### src/crsf_mavlink_frame_validator_unit_macros.svh
// Assertion macros used by the frame validator top level.
`ifndef CRSF_MAVLINK_FRAME_VALIDATOR_UNIT_MACROS_SVH
`define CRSF_MAVLINK_FRAME_VALIDATOR_UNIT_MACROS_SVH

// Same-cycle implication, sampled on clk and held off during reset.
`define CMFV_ASSERT_NOW(name, cond, prop, msg) \
    name: assert property (@(posedge clk) disable iff (!rst_n) (cond) |-> (prop)) \
        else $error(msg);

// Next-cycle implication, sampled on clk and held off during reset.
`define CMFV_ASSERT_NEXT(name, cond, prop, msg) \
    name: assert property (@(posedge clk) disable iff (!rst_n) (cond) |=> (prop)) \
        else $error(msg);

`endif

### src/cmfv_pkg.sv
// Shared types, constants and CRC functions of the CRSF and MAVLink frame validator.
`default_nettype none

package cmfv_pkg;

    localparam int unsigned CRSF_MAX_LEN = 62;
    localparam int unsigned CRSF_MIN_LEN = 2;

    localparam logic [7:0]  CRSF_SYNC_FC    = 8'hC8;
    localparam logic [7:0]  CRSF_SYNC_RX    = 8'hEE;
    localparam logic [7:0]  CRSF_SYNC_TX    = 8'hEA;
    localparam logic [7:0]  CRC8_POLY       = 8'hD5;

    localparam logic [7:0]  MAV_STX_V1      = 8'hFE;
    localparam logic [7:0]  MAV_STX_V2      = 8'hFD;
    localparam logic [15:0] X25_INIT        = 16'hFFFF;
    localparam logic [8:0]  MAV_OVERHEAD_V1 = 9'd8;
    localparam logic [8:0]  MAV_OVERHEAD_V2 = 9'd12;
    localparam logic [8:0]  MAV_V1_ID_POS   = 9'd5;
    localparam logic [8:0]  MAV_V2_ID_POS0  = 9'd7;
    localparam logic [8:0]  MAV_V2_ID_POS1  = 9'd8;
    localparam logic [8:0]  MAV_V2_ID_POS2  = 9'd9;

    localparam logic [23:0] EXTRA_MSG_ID_RST = 24'd33;
    localparam logic [7:0]  EXTRA_CRC_RST    = 8'd104;

    localparam int unsigned CFG_IDX_W  = 1;
    localparam int unsigned CFG_DATA_W = 24;
    localparam logic [CFG_IDX_W-1:0] CFG_EXTRA_MSG_ID = 1'd0;
    localparam logic [CFG_IDX_W-1:0] CFG_EXTRA_CRC    = 1'd1;

    typedef enum logic [1:0] {
        PH_IDLE = 2'd0,
        PH_LEN  = 2'd1,
        PH_BODY = 2'd2
    } phase_t;

    typedef struct packed {
        logic        good;
        logic [6:0]  frame_len;
    } crsf_res_t;

    typedef struct packed {
        logic        good;
        logic [8:0]  frame_len;
        logic        version_two;
    } mav_res_t;

    typedef struct packed {
        logic [23:0] extra_msg_id;
        logic [7:0]  extra_crc_value;
    } mav_cfg_t;

    // One byte of CRC-8 with polynomial 0xD5, MSB first.
    function automatic logic [7:0] crc8_d5_byte(input logic [7:0] crc, input logic [7:0] b);
        logic [7:0] c;
        c = crc ^ b;
        for (int k = 0; k < 8; k++) begin
            if (c[7])
                c = {c[6:0], 1'b0} ^ CRC8_POLY;
            else
                c = {c[6:0], 1'b0};
        end
        return c;
    endfunction

    // One byte of the X.25 CRC used by MAVLink.
    function automatic logic [15:0] x25_byte(input logic [15:0] crc, input logic [7:0] b);
        logic [7:0] t;
        t = b ^ crc[7:0];
        t = t ^ {t[3:0], 4'b0000};
        return {8'h00, crc[15:8]} ^ {t, 8'h00} ^ {5'b00000, t, 3'b000} ^ {12'h000, t[7:4]};
    endfunction

endpackage

`default_nettype wire

### src/cmfv_ifs.sv
// Valid/ready channel interfaces for the byte stream and the validation results.
`default_nettype none

interface cmfv_byte_if;
    logic       valid;
    logic       ready;
    logic [7:0] in_byte;

    modport source (output valid, output in_byte, input ready);
    modport sink   (input valid, input in_byte, output ready);
endinterface

interface cmfv_result_if;
    logic       valid;
    logic       ready;
    logic       crsf_good;
    logic [6:0] crsf_frame_len;
    logic       mav_good;
    logic [8:0] mav_frame_len;
    logic       mav_version_two;

    modport source (output valid, output crsf_good, output crsf_frame_len,
                    output mav_good, output mav_frame_len, output mav_version_two,
                    input ready);
    modport sink   (input valid, input crsf_good, input crsf_frame_len,
                    input mav_good, input mav_frame_len, input mav_version_two,
                    output ready);
endinterface

`default_nettype wire

### src/crsf_mavlink_frame_validator_unit.sv
// Top level of the CRSF and MAVLink frame validator.
// The unit takes one byte of a mixed serial stream per request on the bytes
// channel and returns exactly one request on the results channel for every
// byte, in order. A CRSF parser and a MAVLink parser look at each byte side
// by side; a result flags a CRSF frame (sync, length 2 to 62, type, payload,
// CRC-8 poly 0xD5) or a MAVLink v1/v2 frame (X.25 CRC with CRC-extra) whose
// last byte is this one, and gives its total length. The sustained rate is
// one byte per clock cycle while results are taken: each parser updates its
// CRC incrementally, so one byte-wide CRC step plus the frame-end compare is
// all the logic between the input register and the result register. An
// accepted byte waits in the input register and moves into the result
// register when that register is free, and its result is offered from there.
// The input register and the result register form a two-entry pipeline, so a
// byte is still taken while a finished result waits; bytes.ready drops only
// when both hold an item and results.ready is low. The configuration
// registers (message id that gets the CRC-extra byte, and that byte) must be
// written through cfg_we, cfg_index and cfg_data only while no byte is in
// flight; the block itself does not enforce this. They reset to 33 and 104.
`default_nettype none
`include "crsf_mavlink_frame_validator_unit_macros.svh"

module crsf_mavlink_frame_validator_unit (
    input  wire logic                                clk,
    input  wire logic                                rst_n,
    cmfv_byte_if.sink                                bytes,
    cmfv_result_if.source                            results,
    input  wire logic                                cfg_we,
    input  wire logic [cmfv_pkg::CFG_IDX_W-1:0]      cfg_index,
    input  wire logic [cmfv_pkg::CFG_DATA_W-1:0]     cfg_data
);

    // Input register stage.
    logic       s1_vld_reg, s1_vld_next;
    logic [7:0] s1_byte_reg;

    // Result register stage.
    logic                 out_vld_reg, out_vld_next;
    cmfv_pkg::crsf_res_t  crsf_out_reg;
    cmfv_pkg::mav_res_t   mav_out_reg;

    // Configuration registers.
    logic [23:0] extra_msg_id_reg;
    logic [7:0]  extra_crc_value_reg;

    cmfv_pkg::mav_cfg_t   mav_cfg;
    cmfv_pkg::crsf_res_t  crsf_res;
    cmfv_pkg::mav_res_t   mav_res;

    logic in_accept;
    logic out_free;
    logic s1_adv;

    // The result register frees up when it is empty or being drained; the
    // parsers step exactly when a byte moves from the input register into it.
    assign out_free    = !out_vld_reg || results.ready;
    assign s1_adv      = s1_vld_reg && out_free;
    assign bytes.ready = !s1_vld_reg || s1_adv;
    assign in_accept   = bytes.valid && bytes.ready;

    assign s1_vld_next  = in_accept ? 1'b1 : (s1_adv ? 1'b0 : s1_vld_reg);
    assign out_vld_next = s1_adv ? 1'b1 : (results.ready ? 1'b0 : out_vld_reg);

    always_ff @(posedge clk or negedge rst_n)
    begin
        if (!rst_n)
        begin
            s1_vld_reg  <= 1'b0;
            out_vld_reg <= 1'b0;
        end
        else
        begin
            s1_vld_reg  <= s1_vld_next;
            out_vld_reg <= out_vld_next;
        end
    end

    always_ff @(posedge clk)
    begin
        if (in_accept)
            s1_byte_reg <= bytes.in_byte;
        if (s1_adv)
        begin
            crsf_out_reg <= crsf_res;
            mav_out_reg  <= mav_res;
        end
    end

    // Configuration writes; an index outside the register list is ignored.
    always_ff @(posedge clk or negedge rst_n)
    begin
        if (!rst_n)
        begin
            extra_msg_id_reg    <= cmfv_pkg::EXTRA_MSG_ID_RST;
            extra_crc_value_reg <= cmfv_pkg::EXTRA_CRC_RST;
        end
        else if (cfg_we)
        begin
            case (cfg_index)
                cmfv_pkg::CFG_EXTRA_MSG_ID: extra_msg_id_reg    <= cfg_data[23:0];
                cmfv_pkg::CFG_EXTRA_CRC:    extra_crc_value_reg <= cfg_data[7:0];
                default: ;
            endcase
        end
    end

    assign mav_cfg = {extra_msg_id_reg, extra_crc_value_reg};

    cmfv_crsf_parser u_crsf (
        .clk     (clk),
        .rst_n   (rst_n),
        .step    (s1_adv),
        .byte_in (s1_byte_reg),
        .res     (crsf_res)
    );

    cmfv_mav_parser u_mav (
        .clk     (clk),
        .rst_n   (rst_n),
        .step    (s1_adv),
        .byte_in (s1_byte_reg),
        .cfg     (mav_cfg),
        .res     (mav_res)
    );

    assign results.valid           = out_vld_reg;
    assign results.crsf_good       = crsf_out_reg.good;
    assign results.crsf_frame_len  = crsf_out_reg.frame_len;
    assign results.mav_good        = mav_out_reg.good;
    assign results.mav_frame_len   = mav_out_reg.frame_len;
    assign results.mav_version_two = mav_out_reg.version_two;

    // A good CRSF frame is between 4 and 64 bytes; no good frame means length zero.
    `CMFV_ASSERT_NOW(a_crsf_len, out_vld_reg, (crsf_out_reg.good ? (crsf_out_reg.frame_len >= 7'd4 && crsf_out_reg.frame_len <= 7'd64) : (crsf_out_reg.frame_len == 7'd0)), "CRSF result length inconsistent with good flag")

    // A good MAVLink frame is at least a bare header; v2 needs the longer header.
    `CMFV_ASSERT_NOW(a_mav_len, out_vld_reg && mav_out_reg.good, (mav_out_reg.frame_len >= 9'd8 && (!mav_out_reg.version_two || mav_out_reg.frame_len >= 9'd12)), "MAVLink result length below header size")

    // Without a good MAVLink frame the length and version fields stay clear.
    `CMFV_ASSERT_NOW(a_mav_idle, out_vld_reg && !mav_out_reg.good, (mav_out_reg.frame_len == 9'd0 && !mav_out_reg.version_two), "MAVLink fields set without a good frame")

    // A byte that cannot move on stays in the input register.
    `CMFV_ASSERT_NEXT(a_s1_hold, s1_vld_reg && !out_free, s1_vld_reg, "input stage lost a byte while stalled")

endmodule

`default_nettype wire

### src/cmfv_crsf_parser.sv
// CRSF frame parser: sync, length, body and CRC-8 check, one byte per step.
`default_nettype none

module cmfv_crsf_parser (
    input  wire logic                clk,
    input  wire logic                rst_n,
    input  wire logic                step,
    input  wire logic [7:0]          byte_in,
    output cmfv_pkg::crsf_res_t      res
);

    cmfv_pkg::phase_t phase_reg, phase_next;
    logic [6:0]       count_reg, count_next;
    logic [5:0]       length_reg, length_next;
    logic [7:0]       crc_reg, crc_next;

    logic [6:0] total;
    logic       len_ok;
    logic       body_end;

    assign total    = {1'b0, length_reg} + 7'd2;
    assign len_ok   = (byte_in >= 8'(cmfv_pkg::CRSF_MIN_LEN)) &&
                      (byte_in <= 8'(cmfv_pkg::CRSF_MAX_LEN));
    assign body_end = (count_reg + 7'd1) >= total;

    always_comb
    begin
        phase_next  = phase_reg;
        count_next  = count_reg;
        length_next = length_reg;
        crc_next    = crc_reg;
        case (phase_reg)
            cmfv_pkg::PH_LEN:
            begin
                if (len_ok)
                begin
                    length_next = byte_in[5:0];
                    count_next  = 7'd2;
                    crc_next    = 8'h00;
                    phase_next  = cmfv_pkg::PH_BODY;
                end
                else
                begin
                    phase_next = cmfv_pkg::PH_IDLE;
                end
            end
            cmfv_pkg::PH_BODY:
            begin
                count_next = count_reg + 7'd1;
                if (body_end)
                    phase_next = cmfv_pkg::PH_IDLE;
                else
                    crc_next = cmfv_pkg::crc8_d5_byte(crc_reg, byte_in);
            end
            default:
            begin
                if (byte_in inside {cmfv_pkg::CRSF_SYNC_FC, cmfv_pkg::CRSF_SYNC_RX,
                                    cmfv_pkg::CRSF_SYNC_TX})
                begin
                    count_next = 7'd1;
                    phase_next = cmfv_pkg::PH_LEN;
                end
            end
        endcase
    end

    // The byte after the last body byte is the received CRC.
    always_comb
    begin
        res.good      = (phase_reg == cmfv_pkg::PH_BODY) && body_end && (crc_reg == byte_in);
        res.frame_len = res.good ? total : 7'd0;
    end

    always_ff @(posedge clk or negedge rst_n)
    begin
        if (!rst_n)
        begin
            phase_reg  <= cmfv_pkg::PH_IDLE;
            count_reg  <= 7'd0;
            length_reg <= 6'd0;
            crc_reg    <= 8'h00;
        end
        else if (step)
        begin
            phase_reg  <= phase_next;
            count_reg  <= count_next;
            length_reg <= length_next;
            crc_reg    <= crc_next;
        end
    end

endmodule

`default_nettype wire

### src/cmfv_mav_parser.sv
// MAVLink v1/v2 frame parser with X.25 CRC and CRC-extra check, one byte per step.
`default_nettype none

module cmfv_mav_parser (
    input  wire logic                clk,
    input  wire logic                rst_n,
    input  wire logic                step,
    input  wire logic [7:0]          byte_in,
    input  wire cmfv_pkg::mav_cfg_t  cfg,
    output cmfv_pkg::mav_res_t       res
);

    cmfv_pkg::phase_t phase_reg, phase_next;
    logic [8:0]       count_reg, count_next;
    logic [7:0]       length_reg, length_next;
    logic             is_two_reg, is_two_next;
    logic [15:0]      crc_reg, crc_next;
    logic [23:0]      msg_id_reg, msg_id_next;
    logic [7:0]       crc_low_reg, crc_low_next;

    logic [8:0]  total;
    logic [9:0]  pos_p2;
    logic        frame_end;
    logic [23:0] msg_id_upd;
    logic [7:0]  extra;

    assign total     = {1'b0, length_reg} +
                       (is_two_reg ? cmfv_pkg::MAV_OVERHEAD_V2 : cmfv_pkg::MAV_OVERHEAD_V1);
    assign pos_p2    = {1'b0, count_reg} + 10'd2;
    assign frame_end = ({1'b0, count_reg} + 10'd1) >= {1'b0, total};

    // Message id bytes sit at fixed header positions.
    always_comb
    begin
        msg_id_upd = msg_id_reg;
        if (is_two_reg)
        begin
            if (count_reg == cmfv_pkg::MAV_V2_ID_POS0)
                msg_id_upd = {msg_id_reg[23:8], byte_in};
            else if (count_reg == cmfv_pkg::MAV_V2_ID_POS1)
                msg_id_upd = {msg_id_reg[23:16], byte_in, msg_id_reg[7:0]};
            else if (count_reg == cmfv_pkg::MAV_V2_ID_POS2)
                msg_id_upd = {byte_in, msg_id_reg[15:0]};
        end
        else if (count_reg == cmfv_pkg::MAV_V1_ID_POS)
        begin
            msg_id_upd = {16'h0000, byte_in};
        end
    end

    always_comb
    begin
        phase_next   = phase_reg;
        count_next   = count_reg;
        length_next  = length_reg;
        is_two_next  = is_two_reg;
        crc_next     = crc_reg;
        msg_id_next  = msg_id_reg;
        crc_low_next = crc_low_reg;
        case (phase_reg)
            cmfv_pkg::PH_LEN:
            begin
                length_next = byte_in;
                crc_next    = cmfv_pkg::x25_byte(crc_reg, byte_in);
                count_next  = 9'd2;
                phase_next  = cmfv_pkg::PH_BODY;
            end
            cmfv_pkg::PH_BODY:
            begin
                count_next  = count_reg + 9'd1;
                msg_id_next = msg_id_upd;
                if (pos_p2 < {1'b0, total})
                    crc_next = cmfv_pkg::x25_byte(crc_reg, byte_in);
                else if (pos_p2 == {1'b0, total})
                    crc_low_next = byte_in;
                if (frame_end)
                    phase_next = cmfv_pkg::PH_IDLE;
            end
            default:
            begin
                if (byte_in inside {cmfv_pkg::MAV_STX_V1, cmfv_pkg::MAV_STX_V2})
                begin
                    is_two_next  = (byte_in == cmfv_pkg::MAV_STX_V2);
                    crc_next     = cmfv_pkg::X25_INIT;
                    msg_id_next  = 24'd0;
                    crc_low_next = 8'h00;
                    count_next   = 9'd1;
                    phase_next   = cmfv_pkg::PH_LEN;
                end
            end
        endcase
    end

    // The last byte is the CRC high byte; the CRC-extra is folded in only here.
    always_comb
    begin
        extra           = (msg_id_upd == cfg.extra_msg_id) ? cfg.extra_crc_value : 8'h00;
        res.good        = (phase_reg == cmfv_pkg::PH_BODY) && frame_end &&
                          (cmfv_pkg::x25_byte(crc_reg, extra) == {byte_in, crc_low_reg});
        res.frame_len   = res.good ? total : 9'd0;
        res.version_two = res.good && is_two_reg;
    end

    always_ff @(posedge clk or negedge rst_n)
    begin
        if (!rst_n)
        begin
            phase_reg   <= cmfv_pkg::PH_IDLE;
            count_reg   <= 9'd0;
            length_reg  <= 8'd0;
            is_two_reg  <= 1'b0;
            crc_reg     <= cmfv_pkg::X25_INIT;
            msg_id_reg  <= 24'd0;
            crc_low_reg <= 8'h00;
        end
        else if (step)
        begin
            phase_reg   <= phase_next;
            count_reg   <= count_next;
            length_reg  <= length_next;
            is_two_reg  <= is_two_next;
            crc_reg     <= crc_next;
            msg_id_reg  <= msg_id_next;
            crc_low_reg <= crc_low_next;
        end
    end

endmodule

`default_nettype wire

### src/flat_wrapper.sv
// flat-port wrapper written by rule: the top's interface ports become plain ports
module crsf_mavlink_frame_validator_unit_flat 
  (clk, rst_n, cfg_we, cfg_index, cfg_data, bytes_valid, bytes_in_byte, bytes_ready, results_valid, results_crsf_good, results_crsf_frame_len, results_mav_good, results_mav_frame_len, results_mav_version_two, results_ready);
  cmfv_byte_if bytes_i ();
  cmfv_result_if results_i ();
  input  wire logic clk;
  input  wire logic rst_n;
  input  wire logic cfg_we;
  input  wire logic [cmfv_pkg::CFG_IDX_W-1:0] cfg_index;
  input  wire logic [cmfv_pkg::CFG_DATA_W-1:0] cfg_data;
  input wire logic [$bits(bytes_i.valid)-1:0] bytes_valid;
  input wire logic [$bits(bytes_i.in_byte)-1:0] bytes_in_byte;
  output wire logic [$bits(bytes_i.ready)-1:0] bytes_ready;
  output wire logic [$bits(results_i.valid)-1:0] results_valid;
  output wire logic [$bits(results_i.crsf_good)-1:0] results_crsf_good;
  output wire logic [$bits(results_i.crsf_frame_len)-1:0] results_crsf_frame_len;
  output wire logic [$bits(results_i.mav_good)-1:0] results_mav_good;
  output wire logic [$bits(results_i.mav_frame_len)-1:0] results_mav_frame_len;
  output wire logic [$bits(results_i.mav_version_two)-1:0] results_mav_version_two;
  input wire logic [$bits(results_i.ready)-1:0] results_ready;
  assign bytes_i.valid = bytes_valid;
  assign bytes_i.in_byte = bytes_in_byte;
  assign bytes_ready = bytes_i.ready;
  assign results_valid = results_i.valid;
  assign results_crsf_good = results_i.crsf_good;
  assign results_crsf_frame_len = results_i.crsf_frame_len;
  assign results_mav_good = results_i.mav_good;
  assign results_mav_frame_len = results_i.mav_frame_len;
  assign results_mav_version_two = results_i.mav_version_two;
  assign results_i.ready = results_ready;
  crsf_mavlink_frame_validator_unit u_core (.clk(clk), .rst_n(rst_n), .bytes(bytes_i), .results(results_i), .cfg_we(cfg_we), .cfg_index(cfg_index), .cfg_data(cfg_data));
endmodule
### config.mk
export PLATFORM = sky130hd
export DESIGN_NAME = crsf_mavlink_frame_validator_unit_flat
export DESIGN_NICKNAME = d
export VERILOG_FILES = /design/src/cmfv_pkg.sv /design/src/cmfv_ifs.sv /design/src/crsf_mavlink_frame_validator_unit.sv /design/src/cmfv_crsf_parser.sv /design/src/cmfv_mav_parser.sv /design/src/flat_wrapper.sv
export VERILOG_INCLUDE_DIRS = /design/src /design/src/src
export SDC_FILE = /design/constraint.sdc
export NUM_CORES = 1
export LEC_CHECK = 0
export ABC_AREA = 1
export BUFFER_PORTS_ARGS = -buffer_cell sky130_fd_sc_hd__clkbuf_2
export CORE_UTILIZATION = 62
export DETAILED_ROUTE_END_ITERATION = 10
export PLACE_DENSITY = 0.81
export SLEW_MARGIN = 20
export SYNTH_ARGS = -nofsm -noshare
export SYNTH_HDL_FRONTEND = slang
export SYNTH_SLANG_ARGS = --single-unit
### constraint.sdc
create_clock -name clk -period 4.59 [get_ports clk]
set_clock_uncertainty 0.2 [all_clocks]
set_input_delay 0.6885 -clock clk [delete_from_list [all_inputs] [get_ports clk]]
set_output_delay 0.6885 -clock clk [all_outputs]
set_load 0.01 [all_outputs]
# After elaboration in Yosys (flattened, before gate mapping)

Index checks and enable logic that the tools add are counted.

Register bits after elaboration: 152
Bits in latches: 0
Memory bits (writable): 0
Memory bits (read-only): 0
Input bits: 38
Output and inout bits: 21
Logic and storage cells: 169
Memories: 0

Add/subtract/negate cells: 6
Multiply operators: 0
Divide/modulo/power cells: 0
Order comparisons: 5
Eq/ne operators: 24
Shift operators: 0
Mux-type cells: 57
Bitwise operators: 22
Reductions and logical operators: 34

Operators by type and width:

| kind                 | count |
|---|---|
| $mux 8               | 28 |
| $mux 24              | 6 |
| $pmux 24 s2          | 1 |
| $eq 8x8->1 const B   | 5 |
| $not 5->5            | 8 |
| $xor 8x8->8          | 5 |
| $mux 16              | 2 |
| $pmux 16 s2          | 1 |
| $pmux 8 s2           | 2 |
| $xor 16x11->16       | 2 |
| $xor 16x4->16        | 2 |
| $xor 8x16->16        | 2 |
| $eq 24x24->1         | 1 |
| $reduce_and 3->1     | 7 |
| $eq 9x3->1 const B   | 2 |
| $eq 9x4->1 const B   | 2 |
| $pmux 9 s2           | 1 |
| $eq 16x16->1         | 1 |
| $mux 7               | 2 |
| $ne 2x2->1 const B   | 7 |
| $pmux 7 s2           | 1 |
| $add 9x1->10 const B | 1 |
| $add 9x2->10 const B | 1 |
| $eq 10x9->1          | 1 |
| other kinds (27)     | 57 |

# Depth between registers and ports, before layout

Depth after elaboration: 33
Depth in mapped cells: 30
Gate-level depth less buffers: 27

# Hierarchy

Synthesis repeated with hierarchy kept, for this count alone.

Cell total of the unflattened synthesis: 1393
Area total of the unflattened synthesis: 10246.1 um^2

Modules (own cells, without submodules):

| module                            | times used | cells an instance | area an instance (um^2) | sequential area each (um^2) |
|---|---|---|---|---|
| cmfv_mav_parser                   | 1          | 940               | 6102.1                  | 1721.7 |
| crsf_mavlink_frame_validator_unit | 1          | 179               | 2257.2                  | 1667.8 |
| cmfv_crsf_parser                  | 1          | 274               | 1886.8                  | 575.6 |

# Worst setup path after synthesis

Ideal clock, no wire load.

Path kind: register -> register
From: reg u_core.u_mav.count_reg[0]
To: reg u_core.mav_out_reg, in the netlist u_core.results.mav_version_two (data pin)
Library setup time: 0.264 ns
Data arrival time: 2.913 ns
Data required time: 4.126 ns
Slack: 1.214 ns
Stages on the path, launching flop included: 26
Path buffers: 2
Clock period less this slack: 3.376 ns
Path through: dfrtp_1 inv_1 ha_1 nand3b_1 nor2_2 nand2_4 nand2_1 nand3_1 nand3b_1 nand2_1 nor2_1 nand2_1 nor2_2 buf_4 nand4_1 nand2_1 inv_2 nand2_1 nand3_1 nand2_1 inv_1 nand2_1 nor2_1 nand3_1 buf_6 nor2_2

RTL lines:

| what                     | RTL line                                | source |
|---|---|---|
| start: declaration       | cmfv_mav_parser.sv:14                   | `logic [8:0] count_reg, count_next;` |
| start signal: assignment | cmfv_mav_parser.sv:119                  | `count_reg <= count_next;` |
| end signal: assignment   | crsf_mavlink_frame_validator_unit.sv:84 | `mav_out_reg <= mav_res;` |
| end: declaration         | crsf_mavlink_frame_validator_unit.sv:39 | `cmfv_pkg::mav_res_t mav_out_reg;` |

# Worst setup path after layout

From: reg u_core.u_mav.count_reg[0]
To: reg u_core.mav_out_reg, in the netlist u_core.results.mav_frame_len[0] (data pin)

Cells in the longest elaborated chain, start to end: 14
Elaborated cells between the ends (all ways): 21
Classes of those cells: 1 x add/sub; 1 x order compare; 6 x eq/ne; 6 x mux; 5 x bitwise; 2 x reduce/logical

Ends and longest elaborated chain:

| what                  | RTL line              | source |
|---|---|---|
| $eq 9x4->1            | cmfv_mav_parser.sv:42 | `else if (count_reg == cmfv_pkg::MAV_V2_ID_POS2)` |
| $mux 24               | cmfv_mav_parser.sv:42 |  |
| $mux 24               | cmfv_mav_parser.sv:40 | `else if (count_reg == cmfv_pkg::MAV_V2_ID_POS1)` |
| $mux 24               | cmfv_mav_parser.sv:38 | `if (count_reg == cmfv_pkg::MAV_V2_ID_POS0)` |
| $mux 24               | cmfv_mav_parser.sv:36 | `if (is_two_reg)` |
| $eq 24x24->1          | cmfv_mav_parser.sv:97 | `extra = (msg_id_upd == cfg.extra_msg_id) ? cfg.extra_crc_value : 8'h00;` |
| $mux 8                | cmfv_mav_parser.sv:97 |  |
| $xor 8x8->8           | cmfv_pkg.sv:70        | `t = b ^ crc[7:0];` |
| $xor 8x8->8           | cmfv_pkg.sv:71        | `t = t ^ {t[3:0], 4'b0000};` |
| $xor 8x16->16         | cmfv_pkg.sv:72        | `return {8'h00, crc[15:8]} ^ {t, 8'h00} ^ {5'b00000, t, 3'b000} ^ {12'h000, t[7:4]};` |
| $xor 16x11->16        | cmfv_pkg.sv:72        |  |
| $xor 16x4->16         | cmfv_pkg.sv:72        |  |
| $eq 16x16->1          | cmfv_mav_parser.sv:99 | `(cmfv_pkg::x25_byte(crc_reg, extra) == {byte_in, crc_low_reg});` |
| $logic_and 1x1->1 (*) | cmfv_mav_parser.sv:98 | `res.good = (phase_reg == cmfv_pkg::PH_BODY) && frame_end &&` |

Every way passes the cells marked *; elsewhere a longest branch is shown, timed or not.
A chain may end at the register's enable or synchronous reset.

==> flow_summary.yaml <==
timing:
  clock.fmax_mhz: 236
  whs_ps: 207
  fin_tns_setup_ps: 0
  slew_headroom_pct: 35.4
  setup_viol_count_final: 0
  fin_crit_sh_pct: 92.5
  worstMarginPinSlew_ps: 969
  period_needed_ps: 4250
  rsz0062_at_grt: "false"
  final_hold_viol_count: 0
  slew_violations: 0
place:
  place.gp.congestion: 0.916
  portBuffers: 58
  placed_cell_area_sq_mm: 0.0102
  dp_hpwl_um: 17300
cells_and_area:
  syn2layout_area_growth_pct: 11.5
  fillers: 1192
  layout_common_cells: "332 x nand2_1, 146 x nand3_1, 144 x inv_1"
  diodes: 0
  stdcell_area_sq_mm: 0.0108
  layout_commonest_cell: "nand2_1"
  drive_above_1_share_pct: 12.6
  layout.nets: 1405
die:
  die_y_um: 127
  coreArea_sq_mm: 0.0153
  ios: 59
  die_width_um: 127
  dieArea_sq_mm: 0.0162
  initial_utilization_pct: 63.7
  row_count: 45
grt:
  track_usage_pct: 31.6
  gr-total-overflow: 0
  grt_pass1_wl_um: 39700
  grt_pass1_vias: 8175
  grt_max_degree: 75
  antenna_found_initial: 0
cts:
  cts_tree: "done"
  cts_buffers: 17
  h-tree-depth: 4
  worstSkewPairLatency_ps: 430
  path_clk_slew_ps: 60
  cts-root-buf: "clkbuf_16"
  postCtsHoldBufs: 0
  cts_max_path_buffers: 2
  cts_resized: 0
  cts_sinks: 152
worst_setup_path:
  crit_arrival_ps: 4330
  cp-start-kind: "register"
  crit_fanout: 12
  cp.required_ps: 4670
  regToRegSetupSlack_ps: 340
  crit_path_end_kind: "register"
  critical_path_class: "reg2reg"
drt:
  first_iter_violations: 798
  route.final.wire_length_um: 24700
  viasPerCell: 5.69
  wl_per_cell_um: 15.9
  drc: 0
  ant_nets: 0
  first_pass_iters: 6
  num_vias: 8829
flow_run:
  maxCapViolations: 0
synthesis:
  synth_edf_count: 27
  syn_nets: 1357
  avgSynthCellArea_sq_um: 7.58
  netlist_area_sq_mm: 0.00972
  async_flop_share_pct: 82.2
  synthDistinctLibCells: 41
  yosysSeqAreaShare_pct: 40.8
  netlist_instances: 1281
  synth_ff_type: "dfrtp_1"
  ys_ff_latch: 152
  yosysWarningCount: 0
power:
  cellPowerDensity_mw_per_mm2: 693
  ir_drop_mv: 0.539
  p_leak_nw: 5.31
hold_path:
  hp-class: "in2async"
status:
  status: "finished clean"
## critical path, stage by stage (launching register included)
cell     delay [ps]
dfrtp_1         510
ha_1            260
nand2_1         110
nor2_1          170
buf_4           250
nand2_2         200
inv_1           140
nand2_1          60
nand3_1         100
nand3_1          80
nand2_1          80
nand2_1          50
nor2_1          110
nand2_1         160
nor2_2          420
nand4_1         190
nand2_1         140
nand2_1          90
nand2_1         110
nand2_1          70
nand2_1          60
nand2_1          60
nor2_1          100
nand3_1          70
buf_4           210
nor2_1          110
## power breakdown
part | leakage [nW] | switching [mW] | total [mW] | internal [mW]
Combinational | 3.19 | 2.44 | 3.84 | 1.40
Sequential | 1.81 | 0.341 | 2.13 | 1.79
Clock | 0.308 | 0.563 | 1.54 | 0.979
## repair_timing
action                     4_1_cts  5_1_grt
buffers inserted                 0        0
setup endpoints to repair        0        3
hold endpoints to repair         0        0
## kinds of logic (layout without fill, tap and decap cells)
family | Yosys count | after routing | synth area share (%)
DFF | 152 | 152 | 40.8
and+or+nand+nor | 627 | 628 | 28.5
adders and majority gates | 38 | 38 | 4.89
xor gates and xnor gates | 69 | 69 | 6.41
buffers and inverters | 202 | 262 | 8.37
muxes | 8 | 8 | 0.927
AOI/OAI and AO/OA | 185 | 185 | 10.1
## Yosys cell counts (all sizes together) (19+ instances only)
cell	count	area, sq um
clkbuf	27	101
nand4	19	119
nor2	95	434
ha	38	475
edfxtp	27	811
dfrtp	104	2600
nand3	147	741
xnor2	32	299
xor2	37	324
o21ai	128	641
a21oi	29	145
nand2	338	1290
inv	153	574
dfstp	21	552
## metal layers
metal,track usage (%),part of all wire [%]
met1,40.7,42
met2,51.9,48
met3,6.41,7.6
met4,13.9,3.3
met5,0,0
## per-stage QoR
| step | util (%) | power, mW | std cells | setup WS, ps |
|---|---|---|---|---|
| floorplan | - | 4.81 | 1281 | 1210 |
| global placement | 66.7 | 5.72 | 1520 | 534 |
| detailed placement | 66.7 | 5.88 | 1520 | 463 |
| CTS | 70.9 | 7.49 | 1552 | 428 |
| global route | 71.0 | 8.03 | 1553 | 55.7 |
| finish | 71.0 | 7.50 | 1553 | 345 |
## layout make-up
cell class	instances	area [sq um]	share of cell area [%]
multi-input combinational	928	4950	45.7
sequential	152	3970	36.6
inverter	157	589	5.44
clock buffer	20	447	4.12
timing repair buffer	73	418	3.86
tap	211	264	2.44
clock inverter	12	196	1.81
## path summary, 6_finish.rpt
| kind | from | to | cells past startpoint |
|---|---|---|---|
| max | u_core.u_mav.count_reg[0] | u_core.results.mav_frame_len[0] | 25 |
| min | rst_n | u_core.u_mav.count_reg[4] | 1 |
| max reg2reg | u_core.u_mav.count_reg[0] | u_core.results.mav_frame_len[0] | 25 |
| min reg2reg | u_core.u_mav.length_reg[2] | u_core.u_mav.length_reg[2] | 2 |
| max in group asynchronous | rst_n | u_core.u_crsf.crc_reg[7] | 2 |
| min in group clk | bytes_in_byte[0] | u_core.s1_byte_reg[0] | 1 |
No activity file was read; power rests on OpenSTA's default activity.
